<file path="config.mk">
export PLATFORM = sky130hd
export DESIGN_NAME = clock_page_replacement
export DESIGN_NICKNAME = d
export VERILOG_FILES = /design/src/rtl/cpr_pkg.sv /design/src/rtl/cpr_match.sv /design/src/rtl/clock_page_replacement.sv
export SDC_FILE = /design/constraint.sdc
export NUM_CORES = 1
export LEC_CHECK = 0
export BUFFER_PORTS_ARGS = -buffer_cell sky130_fd_sc_hd__buf_2
export CORE_MARGIN = 3
export CORE_UTILIZATION = 60
export CTS_CLUSTER_SIZE = 12
export DETAILED_ROUTE_END_ITERATION = 10
export GPL_TIMING_DRIVEN = 0
export PLACE_DENSITY = 0.91
export SKIP_LAST_GASP = 1
export SYNTH_ARGS = -nofsm -noshare
export SYNTH_HDL_FRONTEND = slang
export SYNTH_SLANG_ARGS = --single-unit
</file>
<file path="constraint.sdc">
create_clock -name clk -period 4.5 [get_ports clk]
set_input_delay 0 -clock clk [delete_from_list [all_inputs] [get_ports clk]]
set_output_delay 0 -clock clk [all_outputs]
set_load 0.03 [all_outputs]
</file>
<file path="src/rtl/cpr_pkg.sv">
// Shared constants and types for the clock page replacement block.
// No dependencies; imported by cpr_match and clock_page_replacement.
`default_nettype none

package cpr_pkg;

  // Policy geometry
  localparam int FRAMES    = 16;
  localparam int PAGE_BITS = 16;

  // Derived widths
  localparam int FRAME_W = (FRAMES > 1) ? $clog2(FRAMES) : 1;
  localparam int COUNT_W = $clog2(FRAMES + 1);
  localparam int PAGE_W  = (PAGE_BITS < 16) ? PAGE_BITS : 16;

  // Configuration port: one 32-bit register per word
  localparam int ADDR_W    = 3;
  localparam int REG_IDX_W = ADDR_W - 2;
  localparam int CFG_W     = 5;
  localparam logic [CFG_W-1:0] FRAMES_IN_USE_RST = CFG_W'(16);

  typedef enum logic [REG_IDX_W-1:0] {
    REG_FRAMES_IN_USE
  } reg_idx_t;

  typedef enum logic [1:0] {
    ST_IDLE,
    ST_SEARCH,
    ST_SWEEP
  } state_t;

  // Result of the associative lookup
  typedef struct packed {
    logic               hit;
    logic [FRAME_W-1:0] frame;
  } match_t;

endpackage

`default_nettype wire

</file>
<file path="src/rtl/cpr_match.sv">
// Associative lookup of a page among the resident frames.
// Depends on cpr_pkg; reports the lowest matching loaded frame below the active count.
`default_nettype none

module cpr_match (
  input  wire logic [cpr_pkg::PAGE_W-1:0]  page,
  input  wire logic [cpr_pkg::PAGE_W-1:0]  pages [cpr_pkg::FRAMES],
  input  wire logic [cpr_pkg::FRAMES-1:0]  loaded,
  input  wire logic [cpr_pkg::COUNT_W-1:0] active,
  output cpr_pkg::match_t                  result
);
  import cpr_pkg::*;

  // Scan from the top down so the lowest matching frame wins
  always_comb begin
    result.hit   = 1'b0;
    result.frame = '0;
    for (int i = FRAMES - 1; i >= 0; i--) begin
      if (loaded[i] && (pages[i] == page) && (COUNT_W'(i) < active)) begin
        result.hit   = 1'b1;
        result.frame = FRAME_W'(i);
      end
    end
  end

endmodule

`default_nettype wire

</file>
<file path="src/rtl/clock_page_replacement.sv">
// Clock (second chance) page replacement. Hits and fill misses commit from the search
// state; a replacement miss sweeps the hand, clearing set reference bits, to a clear one.
// A new reference is taken only after the last one commits; commits wait for a free
// result register. The sweep steps one frame per cycle through the single bit test/clear
// unit. Reset (rst, synchronous): frames unloaded, reference bits, hand, fill and fault
// counts cleared, frames_in_use = 16. Page store is not cleared.
`default_nettype none

module clock_page_replacement (
  input  wire logic                         clk,
  input  wire logic                         rst,
  // configuration port
  input  wire logic                         psel,
  input  wire logic                         penable,
  input  wire logic                         pwrite,
  input  wire logic [cpr_pkg::ADDR_W-1:0]   paddr,
  input  wire logic [31:0]                  pwdata,
  output logic [31:0]                       prdata,
  output logic                              pready,
  // page reference channel
  input  wire logic                         page_valid,
  output logic                              page_ready,
  input  wire logic [15:0]                  page_number,
  // result channel
  output logic                              result_valid,
  input  wire logic                         result_ready,
  output logic                              hit,
  output logic [3:0]                        frame_index,
  output logic                              evicted_valid,
  output logic [15:0]                       evicted_page,
  output logic [31:0]                       fault_total
);
  import cpr_pkg::*;

  // Sequencer
  state_t state, state_next;

  // Configuration
  logic [CFG_W-1:0]   frames_in_use;
  logic [COUNT_W-1:0] active;
  reg_idx_t           cfg_idx;
  logic               cfg_write;

  // Policy state
  logic [PAGE_W-1:0]  resident_page [FRAMES];
  logic [FRAMES-1:0]  frame_loaded;
  logic [FRAMES-1:0]  reference_bit;
  logic [FRAME_W-1:0] clock_hand;
  logic [COUNT_W-1:0] fill_count;
  logic [31:0]        fault_counter;
  logic [31:0]        fault_counter_next;

  // Working registers for the transaction in flight
  logic [PAGE_W-1:0]  cur_page;
  logic [FRAME_W-1:0] sweep_hand;

  // Datapath helpers
  match_t             match;
  logic               out_free;
  logic               filling;
  logic               victim_found;
  logic [FRAME_W-1:0] hand_start;
  logic [COUNT_W-1:0] sweep_inc;
  logic [FRAME_W-1:0] sweep_wrap;
  logic [FRAME_W-1:0] fill_frame;

  // Sequencer strobes
  logic commit_hit, commit_fill, commit_victim, sweep_start, sweep_clear;

  // ---------------------------------------------------------------------------
  // Configuration register: decode word index, ignore byte offset
  // ---------------------------------------------------------------------------
  assign cfg_idx   = reg_idx_t'(paddr[ADDR_W-1:2]);
  assign cfg_write = psel && penable && pwrite && pready;
  assign pready    = 1'b1;

  always_comb begin
    prdata = '0;
    case (cfg_idx)
      REG_FRAMES_IN_USE: prdata = 32'(frames_in_use);
      default:           prdata = '0;
    endcase
  end

  // Clamp the frame count to 1..FRAMES
  always_comb begin
    if (frames_in_use == '0) begin
      active = COUNT_W'(1);
    end else if (int'(frames_in_use) > FRAMES) begin
      active = COUNT_W'(FRAMES);
    end else begin
      active = COUNT_W'(frames_in_use);
    end
  end

  // ---------------------------------------------------------------------------
  // Lookup, fill and sweep helpers
  // ---------------------------------------------------------------------------
  cpr_match u_match (
    .page   (cur_page),
    .pages  (resident_page),
    .loaded (frame_loaded),
    .active (active),
    .result (match)
  );

  // The result register can take a new result when empty or draining this cycle
  assign out_free = !result_valid || result_ready;

  assign filling    = fill_count < active;
  assign fill_frame = FRAME_W'(fill_count);

  // A hand left beyond a shrunken frame count restarts at frame zero
  assign hand_start = (COUNT_W'(clock_hand) < active) ? clock_hand : '0;

  // Shared step unit: test the bit under the sweep hand and compute the wrapped successor
  assign victim_found = !reference_bit[sweep_hand];
  assign sweep_inc    = COUNT_W'(sweep_hand) + COUNT_W'(1);
  assign sweep_wrap   = (sweep_inc < active) ? FRAME_W'(sweep_inc) : '0;

  assign fault_counter_next = (fault_counter == '1) ? fault_counter : fault_counter + 32'd1;

  // ---------------------------------------------------------------------------
  // Sequencer: next state
  // ---------------------------------------------------------------------------
  always_comb begin
    state_next = state;
    case (state)
      ST_IDLE: begin
        if (page_valid) state_next = ST_SEARCH;
      end
      ST_SEARCH: begin
        if (match.hit || filling) begin
          if (out_free) state_next = ST_IDLE;
        end else begin
          state_next = ST_SWEEP;
        end
      end
      ST_SWEEP: begin
        if (victim_found && out_free) state_next = ST_IDLE;
      end
      default: state_next = ST_IDLE;
    endcase
  end

  // ---------------------------------------------------------------------------
  // Sequencer: strobes
  // ---------------------------------------------------------------------------
  always_comb begin
    page_ready    = 1'b0;
    commit_hit    = 1'b0;
    commit_fill   = 1'b0;
    commit_victim = 1'b0;
    sweep_start   = 1'b0;
    sweep_clear   = 1'b0;
    case (state)
      ST_IDLE: begin
        page_ready = 1'b1;
      end
      ST_SEARCH: begin
        // A hit or fill holds in place until the result register can take the outcome
        if (match.hit) begin
          commit_hit = out_free;
        end else if (filling) begin
          commit_fill = out_free;
        end else begin
          sweep_start = 1'b1;
        end
      end
      ST_SWEEP: begin
        // Clear a set bit and advance, or replace the frame with a clear bit
        if (victim_found) begin
          commit_victim = out_free;
        end else begin
          sweep_clear = 1'b1;
        end
      end
      default: ;
    endcase
  end

  // ---------------------------------------------------------------------------
  // Control state
  // ---------------------------------------------------------------------------
  always_ff @(posedge clk) begin
    if (rst) begin
      state         <= ST_IDLE;
      frames_in_use <= FRAMES_IN_USE_RST;
      frame_loaded  <= '0;
      reference_bit <= '0;
      clock_hand    <= '0;
      fill_count    <= '0;
      fault_counter <= '0;
      result_valid  <= 1'b0;
    end else begin
      state <= state_next;

      if (cfg_write && (cfg_idx == REG_FRAMES_IN_USE)) begin
        frames_in_use <= pwdata[CFG_W-1:0];
      end

      // Raise the result on a commit, drop it once taken
      if (commit_hit || commit_fill || commit_victim) begin
        result_valid <= 1'b1;
      end else if (result_ready) begin
        result_valid <= 1'b0;
      end

      if (commit_hit) begin
        reference_bit[match.frame] <= 1'b1;
      end

      if (commit_fill) begin
        frame_loaded[fill_frame]  <= 1'b1;
        reference_bit[fill_frame] <= 1'b0;
        fill_count                <= fill_count + COUNT_W'(1);
        fault_counter             <= fault_counter_next;
      end

      if (sweep_clear) begin
        reference_bit[sweep_hand] <= 1'b0;
      end

      if (commit_victim) begin
        frame_loaded[sweep_hand]  <= 1'b1;
        reference_bit[sweep_hand] <= 1'b0;
        clock_hand                <= sweep_wrap;
        fault_counter             <= fault_counter_next;
      end
    end
  end

  // ---------------------------------------------------------------------------
  // Payload: page store, working registers and result fields
  // ---------------------------------------------------------------------------
  always_ff @(posedge clk) begin
    if (page_valid && page_ready) begin
      cur_page <= PAGE_W'(page_number);
    end

    if (sweep_start) begin
      sweep_hand <= hand_start;
    end else if (sweep_clear) begin
      sweep_hand <= sweep_wrap;
    end

    if (commit_hit) begin
      hit           <= 1'b1;
      frame_index   <= 4'(match.frame);
      evicted_valid <= 1'b0;
      evicted_page  <= '0;
    end

    if (commit_fill) begin
      resident_page[fill_frame] <= cur_page;
      hit                       <= 1'b0;
      frame_index               <= 4'(fill_frame);
      evicted_valid             <= 1'b0;
      evicted_page              <= '0;
    end

    if (commit_victim) begin
      resident_page[sweep_hand] <= cur_page;
      hit                       <= 1'b0;
      frame_index               <= 4'(sweep_hand);
      evicted_valid             <= 1'b1;
      evicted_page              <= 16'(resident_page[sweep_hand]);
    end
  end

  // The fault count only moves on a commit, which needs the result register free
  assign fault_total = fault_counter;

endmodule

`default_nettype wire

</file>
After elaboration in Yosys (flattened, before gate mapping)

Index checks and enable logic that the tools add are counted.

Add/subtract/negate cells: 3
Multiply operators: 0
Divide/modulo/power cells: 0
$lt $le $gt $ge: 30
Equal/unequal tests: 22
Shift operators: 0
Mux-type cells: 83
Bitwise operators: 11
Reductions and logical operators: 57

Operator list:

| kind                  | count |
|---|---|
| $bwmux 256            | 2 |
| $mux 256              | 2 |
| $mux 16               | 17 |
| $eq 16x16->1          | 16 |
| $demux 16 s4          | 2 |
| $mux 32               | 3 |
| $mux 5                | 19 |
| $bmux 16 s4           | 1 |
| $and 16x16->16        | 3 |
| $or 16x16->16         | 3 |
| $logic_and 1x1->1     | 42 |
| $lt 4x5->1 const A    | 8 |
| $add 32x1->32 const B | 1 |
| $eq 32x32->1 const B  | 1 |
| $not 16->16           | 2 |
| $mux 4                | 7 |
| $mux 1                | 21 |
| $lt 3x5->1 const A    | 4 |
| $lt 4x5->1 const B    | 3 |
| $demux 1 s4           | 3 |
| $ge 4x1->1 const B    | 3 |
| $ge 5x5->1 const B    | 2 |
| $lt 1x5->1 const A    | 2 |
| $lt 2x5->1 const A    | 2 |
| 23 further kinds      | 37 |

Bits in registers: 379
Bits in latches: 0
RAM bits: 0
Memory bits (read-only): 0
Input port bits: 58
Output and inout bits: 89
Logic and storage cells: 236
Memories: 0

Depth between registers and ports, before layout

Depth after elaboration: 36
Mapped depth: 17
Depth with buffers taken out: 12

Cells and area by module

A second synthesis with hierarchy kept.

Cell total of the unflattened synthesis: 1818
Area total of the unflattened synthesis: 20709.9 um2

By module, submodules not included:

| module                 | times used | cells each | area an instance (um2) |
|---|---|---|---|
| clock_page_replacement | 1          | 1373       | 17354.1 |
| cpr_match              | 1          | 445        | 3355.7 |

Worst setup path before layout

OpenSTA, ideal clock, no wires.

Kind: register to register
Start point: register cur_page[0]
End point: register resident_page[24] (netlist bit)
Setup time: 121 ps
Arrival time: 3248 ps
Data required time: 4379 ps
Slack: 1131 ps
Stages on the path, launching flop included: 15
Clock period less this slack: 3369 ps
Path through: edfxtp_1 > buf_4 > buf_12 > xor2_2 > nor3_1 > nand3_2 > a2111oi_1 > or4_4 > or4_4 > buf_6 > nor2_8 > a32o_1 > buf_4 > buf_6 > mux2_2

Longest elaborated chain between the ends: 24
Elaborated cells between the ends (all ways): 69
Those cells by class: eq/ne (16); mux (21); reduce/logical (32)

Ends and longest elaborated chain:

| element                         | line                          | text |
|---|---|---|
| from (decl)                     | clock_page_replacement.sv:54  | `logic [PAGE_W-1:0] cur_page;` |
| from (signal assigned)          | clock_page_replacement.sv:238 | `cur_page <= PAGE_W'(page_number);` |
| $eq 16x16->1                    | cpr_match.sv:19               | `if (loaded[i] && (pages[i] == page) && (COUNT_W'(i) < active)) begin` |
| $logic_and 1x1->1 (2 in a row)  | cpr_match.sv:19               |  |
| $mux 5 (15 in a row)            | cpr_match.sv:19               |  |
| $mux 5 *                        | cpr_match.sv:19               |  |
| $mux 1 *                        | clock_page_replacement.sv:162 | `if (match.hit) begin` |
| $mux 1 *                        | clock_page_replacement.sv:156 | `case (state)` |
| $mux 256 *                      | clock_page_replacement.sv:254 | `if (commit_fill) begin` |
| $bwmux 256                      | clock_page_replacement.sv:263 | `resident_page[sweep_hand] <= cur_page;` |
| $mux 256 *                      | clock_page_replacement.sv:262 | `if (commit_victim) begin` |
| to (signal, indexed assignment) | clock_page_replacement.sv:255 | `resident_page[fill_frame] <= cur_page;` |
| to (signal, indexed assignment) | clock_page_replacement.sv:263 |  |
| to (decl)                       | clock_page_replacement.sv:45  | `logic [PAGE_W-1:0] resident_page [FRAMES];` |

Every way passes the cells marked *; elsewhere a longest branch is shown, timed or not.
A chain may end at the register's enable or synchronous reset.

Final worst setup path

Start point: register cur_page[15]
End point: register resident_page[153] (netlist bit)

Same word-level chain as after synthesis.

==> flow_summary.json <==
{
  "outcome": "complete, but fails checks",
  "failed_checks": "setup timing",
  "numCtsBuffers": 40,
  "io_buffers": 88,
  "drive_gt1_share_pct": 32.5,
  "initial_core_util_pct": 61.3,
  "top_level_ports": 147,
  "synth_seq_cells": 379,
  "wl_met2_um": 27900,
  "ys_types": 73,
  "finalCriticalPeriod_ps": 4510,
  "rows": 66,
  "ys_seq_area_share_pct": 39.8,
  "cts_tree": "built",
  "dp_cells": 2322,
  "min_period_over_period_pct": 100,
  "synth.most_common_cell": "dfxtp_1",
  "fp.dieH_um": 189,
  "peakVddDrop_mv": 0.307,
  "critPathCaptureType": "register",
  "path_common_cell": "buf_4",
  "drc": 0,
  "pre_cts_ws_ps": -365,
  "required_ps": 4930,
  "post_dp_cell_area_mm2": 0.0212,
  "nFillCells": 2204,
  "first_pass_iters": 8,
  "ant_nets": 0,
  "drt-initial-drc-count": 2244,
  "worstHoldPathType": "in -> reg",
  "setup_viol": 2,
  "syn2layout_area_growth_pct": 13.5,
  "path_clk_slew_ps": 60,
  "synth_edf_count": 40,
  "p_per_area_mw_per_mm2": 349,
  "syn_inst": 1765,
  "worstSetupPathDepth": 14,
  "post_drt_wl_per_cell_um": 25.9,
  "fmax_mhz": 222,
  "async_flop_share_pct": 0,
  "dieArea_mm2": 0.0357,
  "antenna_found_initial": 4,
  "vias": 15900,
  "crit_type": "reg -> reg",
  "critPathSlowestCell": "a31oi_4",
  "grt_max_degree": 21,
  "r2r_cells": 14,
  "maxCapViolations": 0,
  "die_x_um": 189,
  "setup_ws_ps": -8.79,
  "cts.sinks": 379,
  "routabilityCongestion": 1.05,
  "routed_wl_um": 62900,
  "startpoint_type": "register",
  "crit_family": "simple AND/OR/NAND/NOR gates",
  "path_max_fanout": 10,
  "core_mm2": 0.0328,
  "grt_first_pass_wirelength_um": 93000,
  "crit_chain": "buf_4 -> buf_4 -> buf_4 -> xnor2_1 -> nand4_1 -> nor3_1 -> nand3_1 -> nand4_1 -> or4_4 -> buf_6 -> nor2_8 -> a31oi_4 -> buf_2 -> mux2_2",
  "yosysTopAreaCell": "dfxtp_1",
  "clkLatencyLatePin_ps": 560,
  "netlist_area_mm2": 0.0201,
  "via_per_inst": 6.54,
  "rsz0062_at_grt": "true",
  "hold_depth": 3,
  "finClkSkew_ps": 39.2,
  "grt_pass1_vias": 15600,
  "grt_remaining_overflow": 0,
  "finalHoldViolations": 0,
  "synth.avg_cell_area_um2": 11.4,
  "cts_max_level": 2,
  "met3WireLength_um": 7700,
  "yosys_most_used_dff": "dfxtp_1",
  "clk_path_buf_depth": 3,
  "r2r-start": "cur_page[15]",
  "crit_arrival_ps": 4940,
  "instances_no_fill": 2426,
  "synth_top_cell_area_share_pct": 33.8,
  "worst_pin_slew_ps": 1120,
  "startpoint": "cur_page[15]",
  "cp_num_buf_inv": 5,
  "synthTopCellsByCount": "dfxtp_1, mux2_2, xor2_1",
  "final_area_mm2": 0.0228,
  "wl_met1_um": 22800,
  "ys_top_cells_by_area": "dfxtp_1, mux2_2, mux4_2, edfxtp_1, xor2_1",
  "slew_violations": 0,
  "max_stage_delay_ps": 520,
  "total_leakage_power_nw": 9.19,
  "maxUsedRoutingLayer": "met5",
  "hp-start": "penable",
  "place_hpwl_um": 44900,
  "n_antenna_cell": 0,
  "nets": 2035,
  "ys.warnings.count": 0,
  "track_usage_pct": 33.8,
  "cts_root_buf": "clkbuf_16",
  "maxSlewHeadroom_pct": 25.1
}
-- timing repair --
item / in CTS / in global routing
endpoints found under the setup margin: 137 / 172
hold buffers: 23 / 0
gates cloned: 0 / 1
resized for setup: 3 / 15
pin swaps: 1 / 7
setup buffers: 1 / 10
hold endpoints to repair: 24 / 0
-- through the flow --
stage | util [%] | TNS (ps) | hold WS (ps) | power, W
5_1_grt | 69.6 | -169 | 102 | 0.00815
6_report | 69.6 | -9.97 | 65.7 | 0.00797
4_1_cts | 69.2 | 0 | 44.9 | 0.00788
2_1_floorplan | - | 0 | 98.9 | 0.00445
3_5_place_dp | 64.6 | -15330 | 178 | 0.00474
3_3_place_gp | 64.6 | -9320 | 176 | 0.00470
-- tightest hold or removal path: cells and delay by family --
kind / cells / cell delay [ps]
compound gates: 1 / 180
buf+inv: 1 / 90
simple gates: 1 / 300
-- cell type report --
class	instances	area (um2)	area share, %
plain buffers	168	987	4.33
clock buffers	61	1170	5.13
clock inverters	8	73.8	0.324
inverters	30	116	0.510
multi-input cells	1214	11200	48.9
flip-flops and latches	379	7990	35.0
well taps	442	553	2.42
repair buffers	123	758	3.32
repair inverters	1	7.51	0.0329
-- metal layers --
layer,GRT usage (%),vias up
li1,-,6744
met1,42.4,7604
met2,53.1,1211
met3,8.79,287
met4,19.4,8
met5,0,-
-- final timing paths --
kind                             end  slack, ps
setup reg to reg  resident_page[153]         -9
hold / removal      frames_in_use[4]         70
setup / recovery  resident_page[153]         -9
hold reg to reg     frame_loaded[12]        450
-- state kept, by name (all words and copies together), names as in the netlist --
| name | flops |
|---|---|
| clock_hand | 4 |
| cur_page | 16 |
| evicted_page | 16 |
| evicted_valid | 1 |
| fault_total | 32 |
| fill_count | 5 |
| frame_index | 4 |
| frame_loaded | 16 |
| frames_in_use | 5 |
| hit | 1 |
| reference_bit | 16 |
| resident_page | 256 |
| result_valid | 1 |
| state | 2 |
| sweep_hand | 4 |
-- cell usage in the layout (no fill, tap or decap), drive strengths merged, types with 40 or more instances in the layout --
cell	n
nor2	50
nand2	58
buf	206
dfxtp	339
xor2	138
nor4	43
mux4	85
a21oi	69
mux2	260
clkbuf	123
edfxtp	40
xnor2	126
-- kinds of logic after synthesis --
group | after synthesis | share of synthesized area, %
DFF | 379 | 39.8
and+or+nand+nor | 370 | 10.2
muxes | 351 | 24.9
xor gates and xnor gates | 264 | 11.5
buffers and inverters | 198 | 5.46
AOI/OAI and AO/OA | 181 | 6.84
adders and majority gates | 20 | 1.25
other | 2 | 0.0374
-- where the power goes --
part | switching (W) | total (W) | internal, W | leakage (nW)
Clock | 0.00140 | 0.00321 | 0.00180 | 0.611
Sequential | 0.000158 | 0.00375 | 0.00359 | 3.13
Combinational | 0.000572 | 0.00101 | 0.000442 | 5.45
Note: power is estimated with default switching activity, not from simulation.
